`src/rtl/snf_pkg.sv`:
```
// ============================================================================
// snf_pkg: shared types and constants for the fractal simplex noise block
// Holds the gradient table, the fixed-point constants of both noise modes,
// the job word that travels from front end to back end, and the state codes.
// ============================================================================
package snf_pkg;

    localparam int PERM_DEPTH = 256;
    localparam int PERM_AW    = 8;

    localparam logic OP_LOAD = 1'b0;
    localparam logic OP_EVAL = 1'b1;

    localparam logic [1:0] REG_DIM  = 2'd0;
    localparam logic [1:0] REG_OCT  = 2'd1;
    localparam logic [1:0] REG_PERS = 2'd2;
    localparam logic [1:0] REG_LAC  = 2'd3;

    localparam logic signed [25:0] SKEW2_Q24   = 26'sd6140887;
    localparam logic signed [25:0] SKEW3_Q24   = 26'sd5592405;
    localparam logic [23:0]        UNSKEW2_Q24 = 24'd3545443;
    localparam logic [23:0]        UNSKEW3_Q24 = 24'd2796203;
    localparam logic signed [19:0] ONE_Q16     = 20'sd65536;
    localparam logic signed [19:0] C2A_Q16     = 20'sd13849;
    localparam logic signed [19:0] C2B_Q16     = 20'sd27699;
    localparam logic signed [19:0] C3A_Q16     = 20'sd10923;
    localparam logic signed [19:0] C3B_Q16     = 20'sd21845;
    localparam logic signed [19:0] C3C_Q16     = 20'sd32768;
    localparam logic [32:0]        RADIUS2_Q32 = 33'd2147483648;
    localparam logic [32:0]        RADIUS3_Q32 = 33'd2576980378;
    localparam logic [31:0]        FREQ_MAX    = 32'h7FFF_FFFF;

    // job handed from the classifier to the evaluator
    typedef struct packed {
        logic        [PERM_AW-1:0] tbl_idx;
        logic        [7:0]         tbl_val;
        logic                      is_eval;
        logic signed [31:0]        cx;
        logic signed [31:0]        cy;
        logic signed [31:0]        cz;
    } snf_job_t;

    typedef enum logic [4:0] {
        ST_IDLE,
        ST_SCALE,
        ST_SKEW,
        ST_SPLIT,
        ST_UNSKEW,
        ST_ORDER,
        ST_HASH_A,
        ST_HASH_W,
        ST_HASH_B,
        ST_HASH_C,
        ST_CORNER_D,
        ST_CORNER_D2,
        ST_CORNER_D4,
        ST_CORNER_ACC,
        ST_OCT_SUM,
        ST_OCT_NEXT,
        ST_DIV,
        ST_OUT
    } snf_state_t;

    // gradient dot product with the 12-entry table
    function automatic logic signed [21:0] grad_dot(input logic [3:0] g,
                                                    input logic signed [19:0] x,
                                                    input logic signed [19:0] y,
                                                    input logic signed [19:0] z);
        logic signed [21:0] xe, ye, ze, r;
        xe = 22'(x);
        ye = 22'(y);
        ze = 22'(z);
        case (g)
            4'd0:    r =  xe + ye;
            4'd1:    r = -xe + ye;
            4'd2:    r =  xe - ye;
            4'd3:    r = -xe - ye;
            4'd4:    r =  xe + ze;
            4'd5:    r = -xe + ze;
            4'd6:    r =  xe - ze;
            4'd7:    r = -xe - ze;
            4'd8:    r =  ye + ze;
            4'd9:    r = -ye + ze;
            4'd10:   r =  ye - ze;
            4'd11:   r = -ye - ze;
            default: r = '0;
        endcase
        return r;
    endfunction

    // x mod 12 for an 8-bit value, compare-and-subtract chain
    function automatic logic [3:0] mod12(input logic [7:0] v);
        logic [7:0] t;
        t = v;
        if (t >= 8'd192) t = t - 8'd192;
        if (t >= 8'd96)  t = t - 8'd96;
        if (t >= 8'd48)  t = t - 8'd48;
        if (t >= 8'd24)  t = t - 8'd24;
        if (t >= 8'd12)  t = t - 8'd12;
        return t[3:0];
    endfunction

endpackage

```
`src/rtl/snf_front.sv`:
```
// ============================================================================
// snf_front: input classifier and job queue
// Accepts items, tags them load or evaluate, and queues them for the back end.
// ============================================================================
module snf_front
    import snf_pkg::*;
#(
    parameter int QUEUE_DEPTH = 2
)
(
    input  logic               clk,
    input  logic               rst_n,
    input  logic               in_valid,
    output logic               in_stall,
    input  logic               opcode,
    input  logic [7:0]         table_index,
    input  logic [7:0]         table_value,
    input  logic signed [31:0] coord_x,
    input  logic signed [31:0] coord_y,
    input  logic signed [31:0] coord_z,
    output logic               job_valid,
    input  logic               job_take,
    output snf_job_t           job,
    output logic               busy
);

    localparam int QW = (QUEUE_DEPTH > 1) ? $clog2(QUEUE_DEPTH) : 1;

    snf_job_t           q_reg [QUEUE_DEPTH];
    logic [QW-1:0]      wr_ptr_reg, rd_ptr_reg;
    logic [QW:0]        count_reg;
    logic               push, pop;
    snf_job_t           incoming;

    assign in_stall  = (count_reg == (QW+1)'(QUEUE_DEPTH));
    assign push      = in_valid && !in_stall;
    assign job_valid = (count_reg != '0);
    assign pop       = job_valid && job_take;
    assign job       = q_reg[rd_ptr_reg];
    assign busy      = job_valid;

    always_comb
    begin
        incoming.tbl_idx = table_index;
        incoming.tbl_val = table_value;
        incoming.is_eval = (opcode == OP_EVAL);
        incoming.cx      = coord_x;
        incoming.cy      = coord_y;
        incoming.cz      = coord_z;
    end

    always_ff @(posedge clk)
    begin
        if (push)
        begin
            q_reg[wr_ptr_reg] <= incoming;
        end
    end

    always_ff @(posedge clk or negedge rst_n)
    begin
        if (!rst_n)
        begin
            wr_ptr_reg <= '0;
            rd_ptr_reg <= '0;
            count_reg  <= '0;
        end
        else
        begin
            if (push)
            begin
                wr_ptr_reg <= (wr_ptr_reg == QW'(QUEUE_DEPTH-1)) ? '0 : wr_ptr_reg + 1'b1;
            end
            if (pop)
            begin
                rd_ptr_reg <= (rd_ptr_reg == QW'(QUEUE_DEPTH-1)) ? '0 : rd_ptr_reg + 1'b1;
            end
            count_reg <= count_reg + (QW+1)'(push) - (QW+1)'(pop);
        end
    end

endmodule

```
`config.mk`:
```
export PLATFORM = sky130hd
export DESIGN_NAME = snf_front
export DESIGN_NICKNAME = d
export VERILOG_FILES = /design/src/rtl/snf_pkg.sv /design/src/rtl/snf_front.sv
export SDC_FILE = /design/constraint.sdc
export NUM_CORES = 1
export LEC_CHECK = 0
export BUFFER_PORTS_ARGS = -buffer_cell sky130_fd_sc_hd__buf_2
export CAP_MARGIN = 20
export CORE_AREA = 2 2 108 152
export DETAILED_ROUTE_END_ITERATION = 8
export DIE_AREA = 0 0 110 154
export GPL_TIMING_DRIVEN = 0
export PLACE_DENSITY = 0.89
export SYNTH_ARGS = -nofsm -noshare
export SYNTH_HDL_FRONTEND = slang
export SYNTH_SLANG_ARGS = --single-unit
```
`constraint.sdc`:
```
create_clock -name clk -period 13 [get_ports clk]
set_clock_uncertainty 0.1 [all_clocks]
set_input_delay 0.65 -clock clk [delete_from_list [all_inputs] [get_ports clk]]
set_output_delay 0.65 -clock clk [all_outputs]
set_load 0.01 [all_outputs]
```
Yosys cells after proc, flatten, opt, wreduce, memory -nomap -nowiden
Memory sizes are Yosys's and may differ from the RTL's.
Cells that the tools add are included.
{"block": "word_totals", "output_inout_bits": 116, "elab_cells": 17, "memories": 1, "ram_bits": 226, "input_bits": 117, "reg_bits": 4}
{"name": "q_reg", "words": 2, "width": 113, "rd": 1, "rd_ports_with_merged_regs": 0, "write_ports": 1, "line_no": "snf_front.sv:29", "text": "snf_job_t q_reg [QUEUE_DEPTH];"}
{"block": "classes", "n_addsub": 4, "n_reduce_logical": 4, "n_mux": 4, "n_eq_ne": 1}
{"operator": "two-way mux 1 bit", "count": 4}
{"operator": "adder 1 bit, second input constant", "count": 2}
{"operator": "adder 2 x 1 -> 2 bit", "count": 1}
{"operator": "equality test 2 bit, second input constant", "count": 1}
{"operator": "logical AND 1 bit", "count": 2}
{"operator": "nonzero test 2 bit", "count": 1}
{"operator": "subtractor 2 x 1 -> 2 bit", "count": 1}
{"operator": "zero test 1 bit", "count": 1}

Longest topological paths before layout
{"block": "depth", "depth_word": 5, "depth_mapped": 7}

Least setup slack after synthesis
OpenSTA, ideal clock, no wires.
{"block": "synth_timing", "path_kind": "input-to-reg", "start": "input in_valid", "end": "memory q_reg[0][0] in the netlist's numbering (enable)", "arrival_time_ns": 5.443, "stages": 2, "setup_ns": 0.586, "n_path_buf": 0, "slack_ns": 6.871, "path_cell_list": "nand2_1 nor2_1"}
{"block": "synth_between", "elab_chain_cells": 3}
{"element": "start, declared", "line_no": "snf_front.sv:13", "text": "input logic in_valid,"}
{"element": "logical AND 1 bit", "line_no": "snf_front.sv:36", "text": "assign push = in_valid && !in_stall;"}
{"element": "two-way mux 1 bit", "line_no": "snf_front.sv:54", "text": "if (push)"}
{"element": "two-way mux 1 bit (implied by the code)", "line_no": "snf_front.sv:56", "text": "q_reg[wr_ptr_reg] <= incoming;"}
{"element": "end, declared", "line_no": "snf_front.sv:29"}
Every way passes these cells.

==> results.md <==
* Final worst setup slack at 10.49 ns
* Reg area at 6890 µm²
* Die height at 154 µm
* Largest net degree at the start of global routing at between 60 and 70
* Unrepaired setup endpoints after global routing: no
* DR WL/cell at about 19 µm
* Slowest stage delay, CP at 0.34 ns
* Final setup viols at 0
* Period utilization at 19.3%
* Gr ovfl total at 0
* Commonest non-fill, non-tap cells in the layout: 237 x buf_2, 226 x edfxtp_1, 60 x mux2_4
* CTS tree: built
* RePlAce Congestion at around 0.70
* Worst Tran Pin Value at 0.753 ns
* FMAX at between 300 and 400 MHz
* CP Launch Type: register
* I/O Pins at roughly 230
* DRT Wirelength at between 15,000 and 20,000 µm
* Crit path from: rd_ptr_reg
* RR Endpoint: q_reg[0][104]
* Power Density at 226 nW/µm²
* Vias/cell at 5.20
* Cell mode on critical path: buf_6
* Clock Latency Late Sink at 0.48 ns
* Depth of the CTS H-tree at 1
* Max Transition Viols Final at 0
* Sequential area share after synthesis at 80.0%
* Share of layout cells above drive strength 1 at 60.7%
* Clk buf depth at 3
* CP endpoint: job[37]
* Vias at 4,354
* Synth Instances at 371
* Critical path, cell by cell: buf_6, buf_8, buf_6, mux2_4, buf_2
* Hold Fails Final Rpt at 0
* Core area at 15,500 µm²
* # clock sinks at 230
* First drt pass iteration count at 4
* Outcome: finished, final reports clean
* Post-Layout Inst Area at 10,800 µm²
* Final TNS setup at 0 ns
* Cts bufs inserted at 21
* Cell Area, Placed at 10,100 µm²
* Die width at 110 µm
* Worst R2R Setup Slack at 10.83 ns
* FP Rows at between 50 and 60
* Flops & latches, synth at 230
* # DRC at 0
* Syn_nets at 490
* Leakage at 4.23 nW
* Dpl hpwl at 11,200 µm
* Root Driver: clkbuf_16
* Vias in the first global route at 4,867
* Max IR drop VDD at a little under 0.2 mV
* Core Util, Final at 69.5%
* Max_cap viols at 0
* CP Data Arrival Time at approximately 1.8 ns
* Setup CP Type: reg -> out
* GR Util All Layers at 18.7%
* Clk pin slew, worst setup/hold paths at 0.06 ns
* Fin crit period at about 2.5 ns
* GR Util met1 at 19.0%
* Register-to-Register Path Depth at 5
* Crit end category: primary output
* Final Power at 2.43 mW
* Worst min-delay path class: in -> reg
* Initial DRC count at 173
* Slowest cell on the critical path: dfrtp_1
* # Post-CTS Setup Buffers at 0
* Slew HR at 49.8%
* Most common cell after layout, fill and taps aside: buf_2
* Hold path startpoint: coord_y[15]
* Synth cell types at 18
* Peak fanout along the critical path at 10
* GRT met3 Usage at about 5.3%
* NumNets Final at 750
* Die ar. at 16,900 µm²
* DP Worst Slack at 10.62 ns
* P&R area growth vs syn at 24.9%
* Met2 global-route usage at 34.7%
* Initial antenna violation count at 1
* Reg-to-reg startpoint: count_reg[0]
* Initial Util at 55.7%
* Multi-input logic area at ~1600 µm²
* Gr busiest metal: met2
* Worst Path Required at between 10 and 15 ns
* Filler cells at 993
* Global-route wire length before repair at 24,200 µm
* ANT nets after route at 0
* Ys Warns at 0
* Input/output buffers at 232
* Post-Syn Area at 8610 µm²
* Syn Area/Cell at between 20 and 25 µm²
* Max reg flops at 226
-- worst max-delay path: cells and delay by family (launching register included) --
family | cells | cell delay, ns
DFF | 1 | 0.34
buffers and inverters | 4 | 0.62
muxes | 1 | 0.32
-- report_power, final --
part	total [mW]	internal, mW	switching [mW]
Clock	0.568	0.334	0.234
Combinational	0.801	0.397	0.405
Sequential	1.06	1.01	0.0432
Total	2.43	1.74	0.682
-- metal layers --
metal | vias up | part of all wire [%] | routed length (µm)
met5 | - | 0 | 0
met4 | 0 | 3.6 | 574
met3 | 50 | 8.0 | 1270
met2 | 189 | 55 | 8760
met1 | 2123 | 33 | 5320
li1 | 1992 | - | -
-- final cells by class --
type / instances / area share [%]
Antenna cell: 1 / 0.0233
Buffer: 14 / 1.18
Clock buffer: 27 / 5.10
Clock inverter: 6 / 0.698
Inverter: 2 / 0.0698
Multi-Input combinational cell: 125 / 14.9
Sequential cell: 230 / 64.0
Tap cell: 196 / 2.28
Timing Repair Buffer: 237 / 11.7
-- cells by family (layout without fill, tap and decap cells) --
family	Yosys count	in the layout	synth area share, %
flip-flops	230	230	80.0
multiplexers	113	113	17.4
buffers and inverters	16	286	1.55
AND/OR/NAND/NOR	6	6	0.378
XOR/XNOR	4	4	0.407
adder cells (fa/ha/maj)	2	2	0.291
other	0	1	0
-- through the flow --
stage	cells	hold slack [ns]
2_1_floorplan	371	0.254
3_3_place_gp	799	0.354
3_5_place_dp	803	0.358
4_1_cts	837	0.230
5_1_grt	838	0.233
6_report	838	0.251
-- repair_timing --
item | CTS | global route
hold buffers | 1 | 0
resized for setup | 0 | 0
endpoints found under the hold margin | 4 | 0
-- worst min-delay path by stage --
| stage | to | depth (start not counted) | slack [ns] |
|---|---|---|---|
| final | q_reg[1][47] | 1 | 0.25 |
| after global routing | q_reg[1][62] | 1 | 0.23 |
| after CTS | q_reg[1][47] | 1 | 0.23 |
| after detailed placement | rd_ptr_reg | 1 | 0.36 |
| after global placement | count_reg[0] | 1 | 0.35 |
| after floorplan | count_reg[0] | 0 | 0.25 |
-- Yosys cell counts --
cell type | instances | area [µm²]
mux2_2 | 53 | 597
edfxtp_1 | 226 | 6790
xnor2_1 | 3 | 26.3
dfrtp_1 | 4 | 100
and2_1 | 1 | 6.26
nand2b_1 | 1 | 6.26
buf_2 | 5 | 25.0
buf_4 | 1 | 7.51
or2_2 | 1 | 6.26
ha_1 | 2 | 25.0
nand2_1 | 1 | 3.75
xor2_1 | 1 | 8.76
inv_1 | 2 | 7.51
and3_1 | 1 | 6.26
nor2_1 | 1 | 3.75
mux2_4 | 60 | 901
buf_8 | 1 | 15.0
buf_6 | 7 | 78.8
Note: power is estimated with default switching activity, not from simulation.
